[config.mk]
export PLATFORM = sky130hd
export DESIGN_NAME = puct_sqrt
export DESIGN_NICKNAME = d
export VERILOG_FILES = /design/src/design/puct_pkg.sv /design/src/design/puct_sqrt.sv
export SDC_FILE = /design/constraint.sdc
export NUM_CORES = 1
export LEC_CHECK = 0
export CORE_ASPECT_RATIO = 0.7
export CORE_UTILIZATION = 64
export CTS_CLUSTER_SIZE = 40
export DETAILED_ROUTE_END_ITERATION = 8
export DONT_BUFFER_PORTS = 1
export PLACE_DENSITY = 0.92
export SYNTH_ARGS = -nofsm -noshare
export SYNTH_HDL_FRONTEND = slang
export SYNTH_SLANG_ARGS = --single-unit
[constraint.sdc]
create_clock -name i_clk -period 3.05 [get_ports i_clk]
set_clock_uncertainty 0.15 [all_clocks]
set_input_delay 0.305 -clock i_clk [delete_from_list [all_inputs] [get_ports i_clk]]
set_output_delay 0.305 -clock i_clk [all_outputs]
set_load 0.1 [all_outputs]
[src/design/puct_pkg.sv]
package puct_pkg;

    // one child of a node, as it arrives on the input channel
    typedef struct packed {
        logic [23:0]        node_visits;
        logic signed [31:0] default_value;
        logic [23:0]        child_visits;
        logic signed [31:0] child_value_sum;
        logic [15:0]        child_prior;
        logic               last_child;
    } t_in_item;

    typedef struct packed {
        logic [5:0]         best_child;
        logic signed [31:0] best_score;
    } t_out_item;

    typedef enum logic [3:0] {
        ST_IDLE,
        ST_START,
        ST_RATIO,
        ST_LOG,
        ST_LN,
        ST_SQRT,
        ST_EF,
        ST_QSEL,
        ST_QDIV,
        ST_UMUL,
        ST_UDIV,
        ST_SCORE,
        ST_FIN
    } t_state;

    typedef enum logic [1:0] {
        LG_IDLE,
        LG_NORM,
        LG_ITER
    } t_log_phase;

    // register indexes
    localparam logic CFG_PUCT_BASE = 1'b0;
    localparam logic CFG_PUCT_INIT = 1'b1;

    localparam logic [23:0] PUCT_BASE_RST = 24'd19652;
    localparam logic [23:0] PUCT_INIT_RST = 24'd81920;

    // divider: dividend up to ((1+N+base) << 16), divisor up to 1+child_visits
    localparam int DIV_NW = 42;
    localparam int DIV_DW = 25;
    localparam int DIV_CW = $clog2(DIV_NW);

    // log2 result: 5 integer bits, 16 fraction bits
    localparam int LOG_IW = 5;
    localparam int LOG_W  = LOG_IW + 16;

    // floor(sqrt(N << 32)) fits 28 bits
    localparam int ROOT_W = 28;

    localparam logic [31:0] LN2_Q32 = 32'd2977044472;

endpackage

[src/design/puct_sqrt.sv]
module puct_sqrt (
    input  logic                          i_clk,
    input  logic                          i_rst_n,
    input  logic                          i_start,
    input  logic [23:0]                   i_n,
    output logic                          o_done,
    output logic [puct_pkg::ROOT_W-1:0]   o_root
);

    // digit-by-digit root of (n << 32), two radicand bits per cycle
    logic                           r_busy;
    logic                           r_done;
    logic [4:0]                     r_cnt;
    logic [23:0]                    r_x;
    logic [30:0]                    r_rem;
    logic [puct_pkg::ROOT_W-1:0]    r_root;

    logic [30:0]                    rem_sh;
    logic [30:0]                    trial;
    logic                           ge;

    assign rem_sh = {r_rem[28:0], r_x[23:22]};
    assign trial  = {1'b0, r_root, 2'b01};
    assign ge     = rem_sh >= trial;

    always_ff @(posedge i_clk) begin
        if (!i_rst_n) begin
            r_busy <= 1'b0;
            r_done <= 1'b0;
            r_cnt  <= '0;
        end else begin
            r_done <= 1'b0;
            if (i_start) begin
                r_busy <= 1'b1;
                r_cnt  <= '0;
            end else if (r_busy) begin
                r_cnt <= r_cnt + 1'b1;
                if (r_cnt == 5'(puct_pkg::ROOT_W - 1)) begin
                    r_busy <= 1'b0;
                    r_done <= 1'b1;
                end
            end
        end
    end

    always_ff @(posedge i_clk) begin
        if (i_start) begin
            r_x    <= i_n;
            r_rem  <= '0;
            r_root <= '0;
        end else if (r_busy) begin
            r_x    <= {r_x[21:0], 2'b00};
            r_rem  <= ge ? (rem_sh - trial) : rem_sh;
            r_root <= {r_root[puct_pkg::ROOT_W-2:0], ge};
        end
    end

    assign o_done = r_done;
    assign o_root = r_root;

endmodule

Word level (Yosys, flattened, before mapping). Index checks and enable logic that the tools add are counted.

Flip-flop bits (word level): 88. Input port bits: 27. Output and inout bits: 29. Word-level logic and storage cells: 22.

Add/subtract/negate cells: 2. Magnitude comparators: 1. Eq/ne operators: 1. Muxes and demuxes: 7. Bitwise operators: 2. Reductions and logical operators: 3.

Operators by type and width (count): 2-to-1 mux 24 bit (2); >= comparator 31 x 30 -> 1 bit (1); 2-to-1 mux 29 bit (1); subtractor 29 bit (1); adder 5 x 1 -> 5 bit, second input constant (1); equality test 5 bit, second input constant (1); 2-to-1 mux 1 bit (4); OR reduction 3 bit (1); inverter 1 bit (2); nonzero test 2 bit (1); OR reduction 2 bit (1).

Logic depth before layout (Yosys ltp).
Word-level depth: 4. Gate-level depth with buffers: 12. Gate-level depth less buffers: 10.

Worst setup path after synthesis. Ideal clock, no wire load.

Path type: reg-to-reg. Start: register r_root (netlist bit o_root[10]). End: register r_rem[10]. Arrival: 3.049 ns. Data required time: 2.811 ns. Setup slack: -0.238 ns. Cell stages (with the launch flop): 13. Buffers on the path: 2. Clock period less this slack: 3.288 ns. Cell sequence: dfxtp_1 -> inv_1 -> ha_1 -> buf_6 -> a21o_1 -> a211oi_2 -> o211a_1 -> o211ai_2 -> o211a_4 -> nor2_8 -> buf_6 -> nand2_1 -> a311oi_2.

Cells in the longest elaborated chain, start to end: 2.

Ends and longest elaborated chain: from (decl) (RTL line puct_sqrt.sv:16) `logic [puct_pkg::ROOT_W-1:0] r_root;`; from (signal assigned) (RTL line puct_sqrt.sv:54) `r_root <= {r_root[puct_pkg::ROOT_W-2:0], ge};`; >= comparator 31 x 30 -> 1 bit (RTL line puct_sqrt.sv:24) `assign ge = rem_sh >= trial;`; 2-to-1 mux 29 bit (RTL line puct_sqrt.sv:53) `r_rem <= ge ? (rem_sh - trial) : rem_sh;`; to (signal assigned) (RTL line puct_sqrt.sv:53); to (decl) (RTL line puct_sqrt.sv:15) `logic [30:0] r_rem;`.

No other way between the ends. A chain may end at the register's enable or synchronous reset.

Worst setup path after layout.
Start: register r_root (netlist bit o_root[18]). End: register r_rem[4].

The elaborated chain is that of the path after synthesis.

==> impl_results.md <==
* PwrDens at 830 nW/µm²
* HP Class: in2reg
* Routed Antenna Nets at 0
* Placed Cells at 678
* DR pass1 iterations at 8
* Post-synth top flop: dfxtp_1
* Slew Viols, Final at 0
* Crit path max-delay family: compound AO/OA/AOI/OAI gates
* Post-synth EDFFs at 24
* Area Overhead vs Synth at 12.0%
* Clock slew at the register clock pins of the worst setup and hold paths at 0.07 ns
* Vias in the first global route at 4349
* Synth area leader: dfxtp_1
* WP buf/inv at 1
* Core ar. at 7940 µm²
* Crit Path Class: reg2reg
* Final period utilization at approximately 96%
* Syn. warnings at 0
* H-tree Lvls at 3
* Pleak at roughly 0.0024 µW
* CTS tree: built
* Final GP Congestion at 0.907
* Maximum vdd drop at around 0.46 mV
* Maximum clock path buffer count at 2
* Inserted Diodes at 0
* Final #Nets at 650
* Crit path time final at 2.94 ns
* Residual DRC at 1
* First-pass GRT wire length at about 21 mm
* Pin count of the biggest net entering global routing at 59
* Top cells by area, synth: dfxtp_1 (24%), edfxtp_1 (14%), ha_1 (7.3%)
* Crit-path max FO at 27
* Async set-reset flop share out of synthesis at 0%
* DRT iter0 DRCs at approximately 400
* Critical path launch point type: flop
* Mapped Cells at 570
* MaxCap Viol Count at 0
* Crit path required time at around 3.1 ns
* Detailed Route WL at 12.9 mm
* Vias per cell at 6.42
* Worst Path Arrival at 3.02 ns
* Initial antenna violation count at 0
* Row cnt at 27
* Root buf cell: clkbuf_16
* Register area share after synthesis at a little under two fifths
* Post-DP Area at 5550 µm²
* TritonCTS buffer count at 9
* Routed len/inst at 18.5 µm
* Worst slew margin relative to its limit at 36.1%
* Final instance area at slightly below 6000 µm²
* Vias at 4484
* Non-Filler Instances at 698
* Worst setup EP type: flop
* Port Buffers at 0
* Slew @ Worst Pin at around 0.96 ns
* Avg Synthesized Cell Area at 9.27 µm²
* Die Y-Extent at 78.0 µm
* Full die area at 8630 µm²
* CTS Sinks at 88
* Syn nets at 628
* Cell Chain, Critical Path: inv_1 -> ha_1 -> o21ai_1 -> a21oi_1 -> o2111ai_1 -> a21boi_1 -> o211ai_2 -> nand2_4 -> nand2_1 -> a311oi_1
* RSZ-0062 raised after global routing: true
* Critical-path top delay cell: ha_1
* Yosys cell types at 60
* Setup Fix Bufs, Post-CTS at 0
* Detail Placement HPWL at 8.40 mm
* Yosys top cell area share at 24.2%
* Die width at 111 µm
* Highest clock rate at 0.340 GHz
* Top Ports at 56
* Post-Syn Area at 5290 µm²
* Synthesized flop and latch total at 88
* Final hold violations at 0
* GRT Residual Overflow at 0
* Layout cell share with drive strength beyond 1 at 20.6%
* Failing checks: DRC
* Tot GR Track Use at 29.8%
* Status: finished, violations left
* Initial core utilization at 66.6%
* Worst-Skew Late Latency at 0.36 ns
* Peak per-stage delay on the critical path at 0.42 ns
* Final Power at 4910 µW
* Final Setup Violations at 0
* Setup TNS at 0 ns
## layout make-up
class	instances	area [µm²]
Tap cell	101	126
Sequential cell	88	2030
Clock buffer	9	225
Inverter	34	128
Timing Repair Buffer	36	295
Clock inverter	7	53.8
Fill cell	531	2020
Multi-Input combinational cell	423	3060
## power breakdown
| group | internal (µW) | switching [µW] |
|---|---|---|
| Combinational | 911 | 1500 |
| Sequential | 1330 | 107 |
| Clock | 559 | 503 |
## stage by stage
stage | util, % | setup WS, ns | hold slack, ns
global route | 74.5 | 0.0101 | 0.000345
detailed placement | 69.9 | 0.0698 | 0.235
floorplan | - | 0.0176 | 0.283
global placement | 69.9 | 0.119 | 0.229
CTS | 74.0 | 0.0991 | 0.0000252
finish | 74.5 | 0.112 | 0.00625
## per-layer routing
metal	vias to the layer above	track usage, %	routed length, µm
li1	2088	-	-
met1	2108	38.6	5640
met2	245	49.0	5940
met3	43	8.88	1120
met4	0	7.87	212
met5	-	0	0
## cell families (layout without fill, tap and decap cells)
group	Yosys count	count (layout)	synth area share [%]
simple gates	185	186	16.1
compound gates	130	130	19.3
flops	88	88	37.9
buf+inv	60	86	5.04
mux	52	52	10.4
fa+ha+maj	31	31	7.34
xor+xnor	24	24	3.98
## cells in the mapped netlist, types with 5 or more instances
cell	count
nand2_1	57
clkbuf_1	16
o211ai_1	5
mux2_2	22
nand3_1	9
a21oi_1	30
nand2b_1	5
a311oi_2	13
nor3_1	8
xor2_1	9
mux2i_1	30
a311oi_1	9
and2_1	5
edfxtp_1	24
nand4_1	5
inv_1	34
o21ai_0	15
xnor2_1	15
nor2_1	73
dfxtp_1	64
o21a_1	5
and4_1	5
a21o_1	14
ha_1	31
## sequential cells by signal (all words and copies together), names as in the netlist
register,flops
r_rem,29
o_done,1
r_busy,1
o_root,28
r_cnt,5
r_x,24
## path summary, 6_finish.rpt
| kind | from | to | slack [ns] | cells after the start |
|---|---|---|---|---|
| worst min register to register | r_rem[27] | r_rem[27] | 0.35 | 2 |
| worst min-delay path | i_n[0] | r_x[0] | 0.006 | 1 |
| worst max register to register | o_root[18] | r_rem[4] | 0.11 | 10 |
| worst max-delay path | o_root[18] | r_rem[4] | 0.11 | 10 |
## layout by cell type, fill, tap and decap left out, types with 3 or more instances in the layout
master,Yosys,final
a21oi_1,30,29
nor3_1,8,8
and4_1,5,5
a21boi_0,3,3
clkbuf_16,0,9
a21o_1,14,14
mux2i_1,30,30
a211o_1,3,3
inv_6,0,3
o211a_1,4,4
clkinvlp_4,0,3
o21ai_0,15,13
o21a_1,5,5
a311oi_2,13,13
a211oi_1,4,4
and2_1,5,5
nand2_1,57,56
o211ai_1,5,5
xnor2_1,15,15
edfxtp_1,24,24
dfxtp_2,0,21
o21bai_1,4,4
o21ai_1,1,3
nor2b_1,4,4
nand4_1,5,5
a311oi_1,9,9
inv_1,34,34
nand2b_1,5,5
nor2_1,73,73
or3_1,3,3
or2_2,3,3
mux2_2,22,22
dfxtp_1,64,42
buf_4,2,33
nand3_1,9,9
xor2_1,9,9
ha_1,31,31
## timing repair
item,4_1_cts,5_1_grt
hold buffers,2,1
gates cloned,0,1
pin swaps,0,2
hold endpoints to repair,58,1
endpoints found under the setup margin,1,15
resized for setup,1,6
Note: power is estimated with default switching activity, not from simulation.
