===== config.mk =====
export PLATFORM = sky130hd
export DESIGN_NAME = puct_log2
export DESIGN_NICKNAME = d
export VERILOG_FILES = /design/src/design/puct_pkg.sv /design/src/design/puct_log2.sv
export SDC_FILE = /design/constraint.sdc
export NUM_CORES = 2
export LEC_CHECK = 0
export BUFFER_PORTS_ARGS = -buffer_cell sky130_fd_sc_hd__buf_4
export CAP_MARGIN = 15
export CORE_MARGIN = 5
export CORE_UTILIZATION = 30
export CTS_CLUSTER_SIZE = 20
export DETAILED_ROUTE_END_ITERATION = 10
export GPL_TIMING_DRIVEN = 0
export PLACE_DENSITY = 0.53
export SYNTH_ARGS = -nofsm -noshare
export SYNTH_HDL_FRONTEND = slang
export SYNTH_SLANG_ARGS = --single-unit

===== constraint.sdc =====
create_clock -name i_clk -period 10.9 [get_ports i_clk]
set_input_delay 2.18 -clock i_clk [delete_from_list [all_inputs] [get_ports i_clk]]
set_output_delay 2.18 -clock i_clk [all_outputs]
set_load 0.03 [all_outputs]

===== src/design/puct_pkg.sv =====
package puct_pkg;

    // one child of a node, as it arrives on the input channel
    typedef struct packed {
        logic [23:0]        node_visits;
        logic signed [31:0] default_value;
        logic [23:0]        child_visits;
        logic signed [31:0] child_value_sum;
        logic [15:0]        child_prior;
        logic               last_child;
    } t_in_item;

    typedef struct packed {
        logic [5:0]         best_child;
        logic signed [31:0] best_score;
    } t_out_item;

    typedef enum logic [3:0] {
        ST_IDLE,
        ST_START,
        ST_RATIO,
        ST_LOG,
        ST_LN,
        ST_SQRT,
        ST_EF,
        ST_QSEL,
        ST_QDIV,
        ST_UMUL,
        ST_UDIV,
        ST_SCORE,
        ST_FIN
    } t_state;

    typedef enum logic [1:0] {
        LG_IDLE,
        LG_NORM,
        LG_ITER
    } t_log_phase;

    // register indexes
    localparam logic CFG_PUCT_BASE = 1'b0;
    localparam logic CFG_PUCT_INIT = 1'b1;

    localparam logic [23:0] PUCT_BASE_RST = 24'd19652;
    localparam logic [23:0] PUCT_INIT_RST = 24'd81920;

    // divider: dividend up to ((1+N+base) << 16), divisor up to 1+child_visits
    localparam int DIV_NW = 42;
    localparam int DIV_DW = 25;
    localparam int DIV_CW = $clog2(DIV_NW);

    // log2 result: 5 integer bits, 16 fraction bits
    localparam int LOG_IW = 5;
    localparam int LOG_W  = LOG_IW + 16;

    // floor(sqrt(N << 32)) fits 28 bits
    localparam int ROOT_W = 28;

    localparam logic [31:0] LN2_Q32 = 32'd2977044472;

endpackage


===== src/design/puct_log2.sv =====
module puct_log2 (
    input  logic                          i_clk,
    input  logic                          i_rst_n,
    input  logic                          i_start,
    input  logic [puct_pkg::DIV_NW-1:0]   i_value,
    output logic                          o_done,
    output logic [puct_pkg::LOG_W-1:0]    o_log
);

    // normalize one bit a cycle, then one fraction bit a cycle by squaring
    puct_pkg::t_log_phase           r_phase, n_phase;
    logic                           r_done;
    logic [puct_pkg::DIV_NW-1:0]    r_v;
    logic [puct_pkg::LOG_IW-1:0]    r_int;
    logic [15:0]                    r_frac;
    logic [3:0]                     r_cnt;
    logic [30:0]                    r_m;

    logic [61:0]                    sq;
    logic [31:0]                    mn;

    assign sq = 62'(r_m) * 62'(r_m);
    assign mn = sq[61:30];

    always_ff @(posedge i_clk) begin
        if (!i_rst_n) begin
            r_phase <= puct_pkg::LG_IDLE;
            r_done  <= 1'b0;
        end else begin
            r_phase <= n_phase;
            r_done  <= (r_phase == puct_pkg::LG_ITER) && (r_cnt == 4'd15);
        end
    end

    always_comb begin
        n_phase = r_phase;
        unique case (r_phase)
            puct_pkg::LG_IDLE: begin
                if (i_start) n_phase = puct_pkg::LG_NORM;
            end
            puct_pkg::LG_NORM: begin
                if (r_v[puct_pkg::DIV_NW-1]) n_phase = puct_pkg::LG_ITER;
            end
            puct_pkg::LG_ITER: begin
                if (r_cnt == 4'd15) n_phase = puct_pkg::LG_IDLE;
            end
            default: n_phase = puct_pkg::LG_IDLE;
        endcase
    end

    always_ff @(posedge i_clk) begin
        case (r_phase)
            puct_pkg::LG_IDLE: begin
                if (i_start) begin
                    r_v   <= i_value;
                    r_int <= puct_pkg::LOG_IW'(puct_pkg::DIV_NW - 1 - 16);
                end
            end
            puct_pkg::LG_NORM: begin
                if (r_v[puct_pkg::DIV_NW-1]) begin
                    r_m    <= r_v[puct_pkg::DIV_NW-1 -: 31];
                    r_frac <= '0;
                    r_cnt  <= '0;
                end else begin
                    r_v   <= {r_v[puct_pkg::DIV_NW-2:0], 1'b0};
                    r_int <= r_int - 1'b1;
                end
            end
            puct_pkg::LG_ITER: begin
                r_cnt  <= r_cnt + 1'b1;
                r_frac <= {r_frac[14:0], mn[31]};
                r_m    <= mn[31] ? mn[31:1] : mn[30:0];
            end
            default: ;
        endcase
    end

    assign o_done = r_done;
    assign o_log  = {r_int, r_frac};

endmodule


=== After elaboration in Yosys (flattened, before gate mapping) ===
Cells that the tools add are included.

* Add/sub/neg operators: 2
* $mul: 1
* Equality and inequality tests: 7
* Mux-type cells: 17
* Reduce and logical (&&, ||, !) cells: 8

{| class="wikitable"
|+ Operators by type and width
! operator !! number
|-
| $mux 42 || 2
|-
| $pmux 42 s2 || 1
|-
| $mul 31x31->62 || 1
|-
| $mux 31 || 2
|-
| $pmux 31 s2 || 1
|-
| $pmux 16 s2 || 1
|-
| $mux 16 || 1
|-
| $mux 5 || 2
|-
| $pmux 5 s2 || 1
|-
| $pmux 4 s2 || 1
|-
| $mux 2 || 3
|-
| $ne 2x2->1 const B || 3
|-
| $pmux 2 s3 || 1
|-
| $reduce_and 3->1 || 2
|-
| $sub 5x1->5 const B || 1
|-
| $add 4x1->4 const B || 1
|-
| $eq 4x4->1 const B || 1
|-
| $mux 4 || 1
|-
| $reduce_and 2->1 || 2
|-
| $reduce_bool 2->1 || 2
|-
| $eq 2x1->1 const B || 1
|-
| $eq 2x2->1 const B || 1
|-
| $logic_not 2->1 || 1
|-
| $ne 2x1->1 const B || 1
|-
| $logic_and 1x1->1 || 1
|}

* Flip-flop bits (word level): 101
* Word-level logic and storage cells: 43

=== Depth between registers and ports, before layout ===
* Word-level depth: 3
* Gate-level depth with buffers: 33
* Mapped depth without buffers: 28

=== Worst setup path before layout ===
Ideal clock, no wire load.

* Path type: register -> register
* Start point: reg r_m[9]
* End point: reg r_m[13] (data pin)
* Library setup time: 0.261 ns
* Data arrival time: 7.836 ns
* Data required time: 10.639 ns
* Slack: 2.803 ns
* Cell stages (with the launch flop): 31
* Path buffers: 5
* Period minus slack after synthesis: 8.097 ns
* Path through: edfxtp_1 > clkbuf_1 > clkbuf_1 > nand2_1 > fa_1 > fa_1 > inv_1 > fa_1 > inv_1 > fa_1 > inv_1 > fa_1 > fa_1 > fa_1 > inv_1 > fa_1 > inv_1 > ha_1 > buf_6 > nand4_4 > nor4_4 > nand4_1 > o211ai_2 > nor3_2 > a31oi_4 > a41oi_4 > and3_4 > or3_1 > buf_6 > buf_8 > a221o_1

* Word-level cells in the longest chain between the ends: 3

{| class="wikitable"
|+ RTL lines
! what !! line !! text
|-
| from (decl) || puct_log2.sv:17 || <nowiki>logic [30:0] r_m;</nowiki>
|-
| from (signal assigned) || puct_log2.sv:61 || <nowiki>r_m <= r_v[puct_pkg::DIV_NW-1 -: 31];</nowiki>
|-
| from (signal assigned) || puct_log2.sv:72 || <nowiki>r_m <= mn[31] ? mn[31:1] : mn[30:0];</nowiki>
|-
| $mul 31x31->62 || puct_log2.sv:22 || <nowiki>assign sq = 62'(r_m) * 62'(r_m);</nowiki>
|-
| $mux 31 || puct_log2.sv:72 ||
|-
| $pmux 31 s2 || puct_log2.sv:52 || <nowiki>case (r_phase)</nowiki>
|}

Every way passes these cells.
A chain may end at the register's enable or synchronous reset.

=== Final worst setup path ===
* Start point: reg r_m[7]
* End point: reg r_m[20] (data pin)

The elaborated chain is that of the path after synthesis.

==> flow_summary_export.csv <==
group,metric,value,unit
synth,yosysUniqueCellTypes,73,
timing,fin_hold_ws,558,ps
synth,synth_flop_cell,"edfxtp_1",
die,dieArea,0.112,sq mm
die,start_util,30.1,%
clocking,clkLatencyLatePin,350,ps
clocking,ctsHoldBuffers,0,
timing,rsz0062_at_grt,"false",
clocking,clock_tree.buffer_depth,2,
routing,vias,22700,
place,gp_congestion,0.940,
clocking,cts_tree,"built",
finish,drive_gt1_share,3.96,%
timing,drv_slew,0,
timing,fmax,93.9,MHz
routing,drc_errors,0,
critical_path,crit_path_end_kind,"register",
synth,synthesis.instances,3346,
timing,hold_viol,0,
timing,fin_crit,10650,ps
critical_path,cp_max_fo,10,
routing,first_pass_iters,6,
synth,synth_seq_cells,101,
routing,met3_wirelength,7070,microns
hold_path,worstHoldStart,"r_frac[6]$_SDFFCE_PN0P_",
critical_path,critical_path.startpoint,"r_m[7]$_DFFE_PP_",
critical_path,reg2reg_from,"r_m[7]$_DFFE_PP_",
finish,layout_common_cells,"inv_1 (917), fa_1 (747), nand2_1 (424), ha_1 (269), and2_1 (210)",
timing,finalSetupViolCount,0,
clocking,cts-root-buf,"clkbuf_16",
global_routing,grt_antenna_before_repair,2,
global_routing,grt.total_usage,18.4,%
synth,yosysSeqAreaShare,9.50,%
timing,tns,0,ps
synth,async_flop_share,0,%
synth,synth_area_per_cell,9.45,sq um
global_routing,first_global_vias,24700,
clocking,cts_htree_levels,3,
die,die_x,335,microns
routing,drtIter0Drc,1700,
timing,tightest_slew,1270,ps
finish,area_delta_synth_final,8.62,%
place,io_buffers,66,
synth,syn_area,0.0316,sq mm
global_routing,grt_pass1_wl,155000,microns
status,run_status,"complete, no violations",
routing,m1WireLength,42500,microns
clocking,clock_sinks,101,
die,core_area,0.105,sq mm
synth,synth_edf_count,98,
routing,wl,101000,microns
die,ios,67,
routing,wl_per_cell,21.0,microns
routing,postRouteAntennaNets,0,
global_routing,grt-ovfl-total,0,
synth,syn_nets,4407,
die,die_h,335,microns
critical_path,cp.arrival,10680,ps
clocking,path_clk_slew,70,ps
finish,fin_nets,4490,
critical_path,worstPathRequired,10940,ps
timing,skew,9.55,ps
clocking,numCtsBuffers,9,
finish,final_common_cell,"inv_1",
critical_path,crit_type,"reg -> reg",
timing,slew_headroom,15.3,%
global_routing,grt_max_degree,33,
synth,yosys_warnings,0,
critical_path,crit_path_start_kind,"register",
routing,viasPerCell,4.71,
routing,met2WireLength,47700,microns
die,rows,119,
run,maxCapViolations,0,
place,hpwl,84600,microns
timing,fin_crit_sh,97.7,%
clocking,post_cts_buffers,0,
hold_path,min_path_type,"reg -> reg",
routing,top_layer_used,"met4",
## registers in the layout, summed over array words and instances, names as in the netlist
register and flops:
o_done 1, r_cnt 4, r_frac 16, r_int 5, r_m 31, r_phase 2, r_v 42
## what timing repair did
| action | 4_1_cts | 5_1_grt |
|---|---|---|
| endpoints found under the setup margin | 5 | 21 |
| resized for setup | 3 | 22 |
| pin swaps | 0 | 0 |
## stage by stage
stage	worst slack (ps)	cells	util [%]	area [sq um]
after floorplan	2800	3346	-	31600
after global placement	-164	4803	32.3	33900
after detailed placement	-151	4808	32.4	34000
after CTS	124	4824	32.7	34300
after global routing	22.8	4825	32.7	34300
final	255	4830	32.7	34300
## critical path: stages (launching register included)
cell	delay [ps]
edfxtp_1	490
clkbuf_1	720
buf_1	800
nand2_1	290
fa_1	600
inv_1	50
fa_1	490
inv_1	50
fa_1	550
inv_1	50
fa_1	490
fa_1	430
fa_1	420
fa_1	590
fa_1	480
ha_1	430
a21oi_1	240
o21ai_1	160
a211oi_1	270
o31ai_1	190
nor3_2	430
a31oi_4	210
a41oi_4	340
a21oi_1	140
nor3_2	480
buf_2	370
buf_2	290
o21ai_0	260
## path summary, 6_finish.rpt
path | endpoint | slack (ps) | cells past startpoint
setup / recovery | r_m[20]$_DFFE_PP_ | 250 | 27
hold / removal | r_frac[7]$_SDFFCE_PN0P_ | 560 | 1
setup reg to reg | r_m[20]$_DFFE_PP_ | 250 | 27
hold reg to reg | r_frac[7]$_SDFFCE_PN0P_ | 560 | 1
## layer usage
metal / vias up / global-route usage (%)
met1: 11700 / 24.9
met5: - / 0
met2: 753 / 30.6
met3: 167 / 2.76
met4: 0 / 5.69
li1: 10100 / -
## synth_stat cells, types with 4 or more instances
cell type	number	area share [%]
o21bai_1	9	0.21
a221o_1	7	0.22
o21ai_1	5	0.079
nor2b_1	11	0.22
or3_1	4	0.079
nor2_1	86	1.0
o21a_1	5	0.12
xnor2_1	33	0.91
and2_1	210	4.2
inv_1	917	11
a211oi_1	9	0.21
o21ai_0	80	1.3
a21o_1	27	0.64
and3_1	14	0.28
a21oi_1	69	1.1
a31oi_1	9	0.18
ha_1	269	11
xor2_1	22	0.61
o211ai_1	4	0.095
nor3_1	10	0.16
and4_1	4	0.11
nand2_1	424	5.0
nand4_1	20	0.40
buf_2	8	0.13
edfxtp_1	98	9.3
or2_2	4	0.079
a211o_1	7	0.19
a21boi_0	5	0.12
nand3_1	27	0.43
clkbuf_1	122	1.4
mux2i_1	6	0.19
nand2b_1	9	0.18
fa_1	747	47
## cells by family (layout without fill, tap and decap cells)
| family | count (synthesis) | in the layout | synth area share, % |
|---|---|---|---|
| adder cells (fa/ha/maj) | 1016 | 1016 | 57.9 |
| XOR/XNOR | 55 | 55 | 1.52 |
| flip-flops | 101 | 101 | 9.50 |
| AND/OR/NAND/NOR | 839 | 839 | 12.6 |
| AO/OA/AOI/OAI | 270 | 270 | 5.50 |
| buffers and inverters | 1058 | 1146 | 12.7 |
| other | 0 | 5 | 0 |
| multiplexers | 7 | 7 | 0.226 |
## final cells by class
cell class,instances,area [sq um]
Antenna cell,5,12.5
Timing Repair Buffer,72,596
Multi-Input combinational cell,2187,24600
Clock inverter,7,114
Fill cell,11100,70600
Tap cell,1391,1740
Inverter,919,3450
Clock buffer,9,225
Buffer,139,588
Sequential cell,101,3000
Power is left out: the tool's default activity adds up to more than one toggle a clock period on the data nets, which glitch-free logic cannot reach.
