### src/design/puct_pkg.sv
package puct_pkg;

    // one child of a node, as it arrives on the input channel
    typedef struct packed {
        logic [23:0]        node_visits;
        logic signed [31:0] default_value;
        logic [23:0]        child_visits;
        logic signed [31:0] child_value_sum;
        logic [15:0]        child_prior;
        logic               last_child;
    } t_in_item;

    typedef struct packed {
        logic [5:0]         best_child;
        logic signed [31:0] best_score;
    } t_out_item;

    typedef enum logic [3:0] {
        ST_IDLE,
        ST_START,
        ST_RATIO,
        ST_LOG,
        ST_LN,
        ST_SQRT,
        ST_EF,
        ST_QSEL,
        ST_QDIV,
        ST_UMUL,
        ST_UDIV,
        ST_SCORE,
        ST_FIN
    } t_state;

    typedef enum logic [1:0] {
        LG_IDLE,
        LG_NORM,
        LG_ITER
    } t_log_phase;

    // register indexes
    localparam logic CFG_PUCT_BASE = 1'b0;
    localparam logic CFG_PUCT_INIT = 1'b1;

    localparam logic [23:0] PUCT_BASE_RST = 24'd19652;
    localparam logic [23:0] PUCT_INIT_RST = 24'd81920;

    // divider: dividend up to ((1+N+base) << 16), divisor up to 1+child_visits
    localparam int DIV_NW = 42;
    localparam int DIV_DW = 25;
    localparam int DIV_CW = $clog2(DIV_NW);

    // log2 result: 5 integer bits, 16 fraction bits
    localparam int LOG_IW = 5;
    localparam int LOG_W  = LOG_IW + 16;

    // floor(sqrt(N << 32)) fits 28 bits
    localparam int ROOT_W = 28;

    localparam logic [31:0] LN2_Q32 = 32'd2977044472;

endpackage

### src/design/puct_div.sv
module puct_div (
    input  logic                          i_clk,
    input  logic                          i_rst_n,
    input  logic                          i_start,
    input  logic [puct_pkg::DIV_NW-1:0]   i_dividend,
    input  logic [puct_pkg::DIV_DW-1:0]   i_divisor,
    output logic                          o_done,
    output logic [puct_pkg::DIV_NW-1:0]   o_quotient
);

    // restoring divider, one quotient bit per cycle, MSB first
    logic                          r_busy;
    logic                          r_done;
    logic [puct_pkg::DIV_CW-1:0]   r_cnt;
    logic [puct_pkg::DIV_DW:0]     r_rem;
    logic [puct_pkg::DIV_NW-1:0]   r_quo;
    logic [puct_pkg::DIV_DW-1:0]   r_dvs;

    logic [puct_pkg::DIV_DW:0]     rem_sh;
    logic                          ge;

    assign rem_sh = {r_rem[puct_pkg::DIV_DW-1:0], r_quo[puct_pkg::DIV_NW-1]};
    assign ge     = rem_sh >= {1'b0, r_dvs};

    always_ff @(posedge i_clk) begin
        if (!i_rst_n) begin
            r_busy <= 1'b0;
            r_done <= 1'b0;
            r_cnt  <= '0;
        end else begin
            r_done <= 1'b0;
            if (i_start) begin
                r_busy <= 1'b1;
                r_cnt  <= '0;
            end else if (r_busy) begin
                r_cnt <= r_cnt + 1'b1;
                if (r_cnt == puct_pkg::DIV_CW'(puct_pkg::DIV_NW - 1)) begin
                    r_busy <= 1'b0;
                    r_done <= 1'b1;
                end
            end
        end
    end

    always_ff @(posedge i_clk) begin
        if (i_start) begin
            r_rem <= '0;
            r_quo <= i_dividend;
            r_dvs <= i_divisor;
        end else if (r_busy) begin
            r_rem <= ge ? (rem_sh - {1'b0, r_dvs}) : rem_sh;
            r_quo <= {r_quo[puct_pkg::DIV_NW-2:0], ge};
        end
    end

    assign o_done     = r_done;
    assign o_quotient = r_quo;

endmodule

### config.mk
export PLATFORM = sky130hd
export DESIGN_NAME = puct_div
export DESIGN_NICKNAME = d
export VERILOG_FILES = /design/src/design/puct_pkg.sv /design/src/design/puct_div.sv
export SDC_FILE = /design/constraint.sdc
export NUM_CORES = 1
export LEC_CHECK = 0
export ABC_AREA = 1
export BUFFER_PORTS_ARGS = -buffer_cell sky130_fd_sc_hd__buf_2
export CAP_MARGIN = 20
export CORE_MARGIN = 1.5
export CORE_UTILIZATION = 33
export CTS_CLUSTER_SIZE = 30
export DETAILED_ROUTE_END_ITERATION = 10
export GPL_ROUTABILITY_DRIVEN = 0
export GPL_TIMING_DRIVEN = 1
export PLACE_DENSITY = 0.54
export SETUP_SLACK_MARGIN = 0.3
export SLEW_MARGIN = 20
export SYNTH_ARGS = -nofsm -noshare
export SYNTH_HDL_FRONTEND = slang
export SYNTH_SLANG_ARGS = --single-unit
### constraint.sdc
create_clock -name i_clk -period 1.8 [get_ports i_clk]
set_input_delay 0.18 -clock i_clk [delete_from_list [all_inputs] [get_ports i_clk]]
set_output_delay 0.18 -clock i_clk [all_outputs]
set_load 0.01 [all_outputs]
Word level (Yosys, flattened, before mapping)
Cells that the tools add are included.

Logic and storage cells: 22. Input port bits: 70. Output and inout port bits: 43. Flip-flop bits (word level): 100.

Bitwise logic cells: 2. Mux-type cells: 7. Magnitude comparators: 1. Reductions and logical operators: 3. $add $sub $neg: 2. Eq/ne operators: 1.

Operators by type and width (count): 2-to-1 mux 42 bit (2); >= comparator 26 x 25 -> 1 bit (1); 2-to-1 mux 25 bit (1); subtractor 25 bit (1); adder 6 x 1 -> 6 bit (second input constant) (1); equality test 6 bit (second input constant) (1); 2-to-1 mux 1 bit (4); OR reduction 3 bit (1); inverter 1 bit (2); nonzero test 2 bit (1); OR reduction 2 bit (1).

Logic depth before layout (Yosys ltp)
Gate-level depths: netlist of run 1.

Depth after elaboration: 4. Depth in mapped cells: 15. Mapped depth without buffers: 15.

Worst setup path before layout of run 1
Ideal clock, no wire load.

Path kind: register to register. Start point: register r_quo, in the netlist o_quotient[41]. End point: register r_rem[14] (netlist name). Slack: -0.261 ns. Arrival time: 1.919 ns. Clock period less this slack: 2.061 ns. Buffers on the path: 1. Required time: 1.657 ns. Library setup time: 0.143 ns. Cell stages (with the launch flop): 12. Cells stage by stage: edfxtp_1 inv_1 ha_1 inv_1 fa_1 nand3_1 nand3_2 nand3b_4 buf_2 nand3_1 nand3_1 o21ai_2.

Cells in the longest elaborated chain, start to end: 2. Elaborated cells on any way between the ends: 3. Those cells by class: add/sub: 1; order compare: 1; mux: 1.

RTL lines: start: declaration (RTL line puct_div.sv:16) `logic [puct_pkg::DIV_NW-1:0] r_quo;`; start signal: assignment (RTL line puct_div.sv:48) `r_quo <= i_dividend;`; start signal: assignment (RTL line puct_div.sv:52) `r_quo <= {r_quo[puct_pkg::DIV_NW-2:0], ge};`; subtractor 25 bit or >= comparator 26 x 25 -> 1 bit (tied branches) (RTL line puct_div.sv:51, puct_div.sv:23); 2-to-1 mux 25 bit (*) (RTL line puct_div.sv:51) `r_rem <= ge ? (rem_sh - {1'b0, r_dvs}) : rem_sh;`; end signal: assignment (RTL line puct_div.sv:51); end: declaration (RTL line puct_div.sv:15) `logic [puct_pkg::DIV_DW:0] r_rem;`.

Every way passes the cells marked *; elsewhere a longest branch is shown, timed or not. A chain may end at the register's enable or synchronous reset.

Worst setup path in the final report of run 1
Start point: register r_quo, in the netlist o_quotient[41]. End point: register r_rem[24] (netlist name).

Same word-level chain as after synthesis.

==> impl_metrics.ini, run 1 <==
[sta]
timing.final.crit_share_pct = 110.1
final.setup.worst_slack_ps = -182.3
max_freq_mhz = 504.5
max-slew-margin-rel_pct = 77.25
rsz0062_at_grt = true
slew_violations = 0
tns_ps = -4268
fin_skew_ps = 12.95
finalCriticalPeriod_ps = 1982
tightest_slew_ps = 341.2
hold_ws_ps = 14.94
hold_viol = 0
setup_viol = 26

[grt]
antenna_found_initial = 0
grt-ovfl-total = 0
grt_first_pass_wirelength_um = 29170
grt_max_degree = 53
grt_pass1_vias = 5825
grt_usage_pct = 18.88

[logic_synthesis]
synth.area.top_cells = edfxtp_1, nand2_1, dfxtp_1, inv_1, ha_1
syn_avg_cell_area_sq_um = 7.382
syn_nets = 925
seq_area_frac_synth_pct = 43.78
syn_area_sq_um = 6105
synth_compound_area_share_pct = 3.710
yosysTopAreaCell = edfxtp_1
synth.distinct_cells = 41
synth_fa_ha_area_share_pct = 5.862
synth_top_family_by_area = simple AND/OR/NAND/NOR gates
synth_xor_area_share_pct = 1.435
yosysWarningCount = 0
synth-simple-area-share_pct = 34.93
ys_ff_latch = 100
syn-instance-count = 827
synth_mux_area_share_pct = 0
synth_top_area_share_pct = 32.96

[setup_path]
r2r_slack_ps = -180
rr_startpoint = o_quotient[41]
cp-start-kind = register
end_kind = register
path_cells = inv_2, ha_4, inv_2, fa_2, nand3_2, nand3_4, nand2_4, nand2_8, nand2_1, nand3_1, nand2_1, nand3_1, nand2_1, nand2_1
crit_arrival_ps = 2240
worst-path-max-fanout = 4
crit_required_ps = 2060
cp_slowest_cell = edfxtp_1
r2r_end = r_rem[24]
cpMostUsedCell = nand2_1
crit_type = reg -> reg
r2r_cells = 14
cp_slowest_stage_delay_ps = 400

[placement]
portBuffers = 112
hpwlAfterDp_um = 12530

[die]
rows = 49
fp.dieW_um = 139.0
die_area_sq_um = 19320
core_area_sq_um = 18020
ioPinCount = 113
die_y_um = 139.0
start_util_pct = 33.87

[cts]
clk_latency_ps = 370
h-tree-depth = 3
cts_sinks = 100
cts_tree = done
clkSlewWorstSetupHoldPaths_ps = 80
cts_buffers = 9
cts.path.max_buffers = 2
clockRootBuffer = clkbuf_16

[job]
drv_cap = 0

[power]
p_leak_nw = 4.739
p_per_area_nw_per_um2 = 634.2
peakVddDrop_mv = 0.5006

[finish]
fin_util_pct = 50.64
area_growth_pct = 49.52
final_layout_size_suffix_gt1_share_pct = 36.03
nets = 1170
final_common_cell = nand2_1
antennaDiodeCount = 0
final_cell_mix = nand2_1, inv_1, buf_2

[min_path]
holdPathStages = 1
min_to = r_dvs[3]
hold_start = i_divisor[3]
holdCritPathClass = in -> reg

[drt]
ant_nets = 0
drc_errors = 0
firstDrtPassIters = 5
vias = 5924
vias_per_cell = 4.536
dr.first_iter.drc_count = 332
post_drt_wl_per_cell_um = 13.73
routed_wl_um = 17930

[outcome]
violations = negative setup slack
status = finished, violations left
-- worst max path at each step --
stage / from / to / slack, ps / cells after the start
after floorplan: o_quotient[41] / r_rem[23] / -100 / 13
after global placement: r_dvs[21] / r_rem[16] / -300 / 11
after detailed placement: r_dvs[21] / r_rem[7] / -270 / 11
after CTS: o_quotient[41] / r_rem[16] / -160 / 12
after global routing: o_quotient[41] / r_rem[8] / -310 / 12
final: o_quotient[41] / r_rem[24] / -180 / 14
-- cells by family after synthesis --
group	Yosys count
buffers and inverters	158
AOI/OAI and AO/OA	39
DFF	100
and+or+nand+nor	492
adders and majority gates	28
xor gates and xnor gates	10
-- sequential cells by signal, summed over array words and instances, names as in the netlist --
register,flops
r_rem,25
r_cnt,6
o_quotient,42
r_busy,1
r_dvs,25
o_done,1
-- cells in the mapped netlist (all sizes together) --
master    n
xnor2     9
o21ai    14
clkinv    3
a21oi    19
a31oi     1
nand3b    8
o211a     1
inv     135
clkbuf   10
nand2   351
a211oi    1
edfxtp   67
nor3b     3
or2       1
xor2      1
buf      10
fa        1
nand4     7
nor2     44
dfxtp    33
nand3    68
ha       27
nor3     10
o21bai    3
-- report_power, final --
group          switching, mW  internal (mW)
Clock                   1.04          0.991
Combinational          0.565          0.483
Sequential            0.0788           2.63
Total                   1.68           4.10
-- metal layers --
layer	vias to the layer above	global-route usage [%]	routed length [um]
li1	3082	-	-
met1	2666	24.89	8246
met2	158	30.90	8365
met3	18	5.318	1124
met4	0	4.057	189
met5	-	0	0
-- through the flow --
step                worst slack, ps  cell area (sq um)  instances  power (mW)
floorplan                    -100.4               6206        827       3.188
global placement             -296.3               7700       1246       3.611
detailed placement           -274.4               7700       1246       3.610
CTS                          -162.9               8831       1302       5.801
global route                 -311.7               9128       1306       6.084
finish                       -182.3               9128       1306       5.789
-- worst max-delay path: cells and delay by family, from the launching register on --
family / cells / cell delay (ps)
buffers and inverters: 2 / 140
AND/OR/NAND/NOR: 10 / 840
adder cells (fa/ha/maj): 2 / 520
flip-flops: 1 / 400
-- final cells by class --
class | instances | area [sq um]
Inverter | 138 | 518.0
Multi-Input combinational cell | 571 | 3528
Clock inverter | 7 | 80.08
Fill cell | 1795 | 8897
Tap cell | 229 | 286.5
Sequential cell | 100 | 2673
Clock buffer | 9 | 225.2
Timing Repair Buffer | 252 | 1817
-- timing repair --
action,in CTS,in global routing
setup buffers,14,2
setup endpoints to repair,26,26
endpoints found under the hold margin,22,2
gates cloned,4,0
gates resized for setup,85,51
pin swaps,34,26
hold buffers,22,2
(Power assumes the default switching activity.)
==> run 2, diff against run 1 <==
--- a/config.mk
+++ b/config.mk
@@ -14,7 +14,7 @@
 export DETAILED_ROUTE_END_ITERATION = 10
 export GPL_ROUTABILITY_DRIVEN = 0
 export GPL_TIMING_DRIVEN = 1
-export PLACE_DENSITY = 0.54
+export PLACE_DENSITY = 0.52
 export SETUP_SLACK_MARGIN = 0.3
 export SLEW_MARGIN = 20
 export SYNTH_ARGS = -nofsm -noshare
==> constraint.sdc (replaced) <==
create_clock -name i_clk -period 2.5 [get_ports i_clk]
set_input_delay 0.25 -clock i_clk [delete_from_list [all_inputs] [get_ports i_clk]]
set_output_delay 0.25 -clock i_clk [all_outputs]
set_load 0.01 [all_outputs]
==> run 2 against run 1 <==
The flow now finishes without violations. Core utilization is 8.5 points lower. Worst hold slack better by 45 ps. Via count is 7.2% lower. Die area stayed put. Global-route usage is 2.1 points lower. Flip-flop and latch count stayed put. Register-to-register slack better by 610 ps.
==> impl_metrics.ini, run 2 (synthesis results as in run 1) <==
[setup_path]
crit_start = r_dvs[22]
crit_type = reg -> reg
critPathCapture = r_rem[19]
r2r_end = r_rem[19]
cp-start-kind = register
rr_startpoint = r_dvs[22]
cp_slowest_stage_delay_ps = 360
crit_family = simple AND/OR/NAND/NOR gates
worst-path-max-fanout = 12
end_kind = register
r2r_cells = 14
crit_arrival_ps = 2330
cp.depth = 14
crit_required_ps = 2750
cpMostUsedCell = nand2_1
r2r_slack_ps = 420
path_cells = inv_1, ha_1, nand2_1, nor2_2, nand2_1, nor2_2, nand2_2, nand2_4, nor2_8, buf_12, nand2_8, nand3_2, nand2_1, nand2_1
cp_slowest_cell = ha_1
worst-path-buf-inv = 2

[grt]
antenna_found_initial = 1
grt_first_pass_wirelength_um = 25910
grt_pass1_vias = 5321
grt_usage_pct = 16.74
grt-ovfl-total = 0
grt_max_degree = 38

[cts]
cts_buffers = 9
cts_tree = done
cts.path.max_buffers = 2
clockRootBuffer = clkbuf_16
cts_sinks = 100
clk_latency_ps = 360
h-tree-depth = 3
clkSlewWorstSetupHoldPaths_ps = 80

[sta]
tns_ps = 0
max_freq_mhz = 481.5
rsz0062_at_grt = true
hold_viol = 0
max-slew-margin-rel_pct = 70.94
slew_violations = 0
timing.final.crit_share_pct = 83.08
tightest_slew_ps = 435.3
fin_skew_ps = 12.32
setup_viol = 0
finalCriticalPeriod_ps = 2077

[die]
rows = 49
core_area_sq_um = 18020
start_util_pct = 33.87
ioPinCount = 113
fp.dieW_um = 139.0
die_area_sq_um = 19320
die_y_um = 139.0

[power]
p_per_area_nw_per_um2 = 542.6
p_sw_mw = 1.102
power_frac_seq_pct = 47.3
intPower_mw = 3.021
p_sw_share_pct = 26.72
peakVddDrop_mv = 0.3697
pwr-share-comb_pct = 13.6
p_leak_nw = 3.914
p_clk_share_pct = 39.1

[drt]
post_drt_wl_per_cell_um = 13.69
dr.first_iter.drc_count = 297
vias_per_cell = 4.629
drc_errors = 0
vias = 5499
routed_wl_um = 16260
firstDrtPassIters = 5
ant_nets = 0

[finish]
final_cell_mix = nand2_1, inv_1, buf_2
nets = 1052
antennaDiodeCount = 0
largest_register_ffs = 42
design_area_sq_um = 7599
area_growth_pct = 24.47
fillers = 1916
final_common_cell = nand2_1
ff_latch_area_sq_um = 2673
final_layout_size_suffix_gt1_share_pct = 22.73
multi_input_area_sq_um = 3015

[placement]
placed_area_sq_um = 6952
hpwlAfterDp_um = 11990
portBuffers = 112

[job]
drv_cap = 0

[min_path]
holdCritPathClass = in -> reg

[outcome]
status = complete, no violations
-- run 2: worst min-delay path by stage --
| stage | from | to | slack (ps) | cells after the start |
|---|---|---|---|---|
| final | i_divisor[11] | r_dvs[11] | 60 | 1 |
| after global placement | i_divisor[1] | r_dvs[1] | 430 | 1 |
| after global routing | i_divisor[11] | r_dvs[11] | 40 | 1 |
| after floorplan | i_divisor[0] | r_dvs[0] | 350 | 0 |
| after detailed placement | i_divisor[13] | r_dvs[13] | 430 | 1 |
| after CTS | i_divisor[11] | r_dvs[11] | 40 | 1 |
-- run 2: metal layers --
metal,global-route usage (%),vias to the layer above,wire length [um]
met1,21.29,2467,7525
met3,5.525,18,1155
li1,-,2846,-
met2,27.36,166,7304
met5,0,-,12
met4,4.386,2,261
-- run 2: timing repair --
item,in CTS,in global routing
resized for setup,0,49
cloned,0,2
hold buffers,0,0
pin swaps,1,9
setup endpoints to repair,13,26
buffers inserted,3,6
-- run 2: power by group through the flow --
stage                     Combinational, mW  Clock, mW  Sequential (mW)
final                                 0.562       1.61             1.95
after detailed placement              0.536          0             1.98
after CTS                             0.536       1.66             1.95
after global routing                  0.629       1.71             1.96
after floorplan                       0.275          0             2.01
after global placement                0.534          0             1.99
-- run 2: through the flow --
| stage | worst slack [ps] | power, mW | hold slack [ps] | std cells | utilization, % |
|---|---|---|---|---|---|
| floorplan | 438.7 | 2.284 | 348.9 | 827 | - |
| global placement | 289.5 | 2.520 | 427.3 | 1161 | 38.57 |
| detailed placement | 265.7 | 2.518 | 428.3 | 1161 | 38.57 |
| CTS | 330.9 | 4.143 | 43.71 | 1180 | 40.56 |
| global route | 286.1 | 4.303 | 38.37 | 1188 | 42.16 |
| finish | 423.1 | 4.123 | 60.29 | 1188 | 42.16 |
-- run 2: final cells by class --
| class | instances | area share [%] |
|---|---|---|
| Multi-Input combinational cell | 571 | 39.68 |
| Timing Repair Buffer | 134 | 10.13 |
| Clock buffer | 9 | 2.964 |
| Tap cell | 229 | 3.771 |
| Inverter | 138 | 6.817 |
| Clock inverter | 7 | 1.466 |
| Sequential cell | 100 | 35.17 |
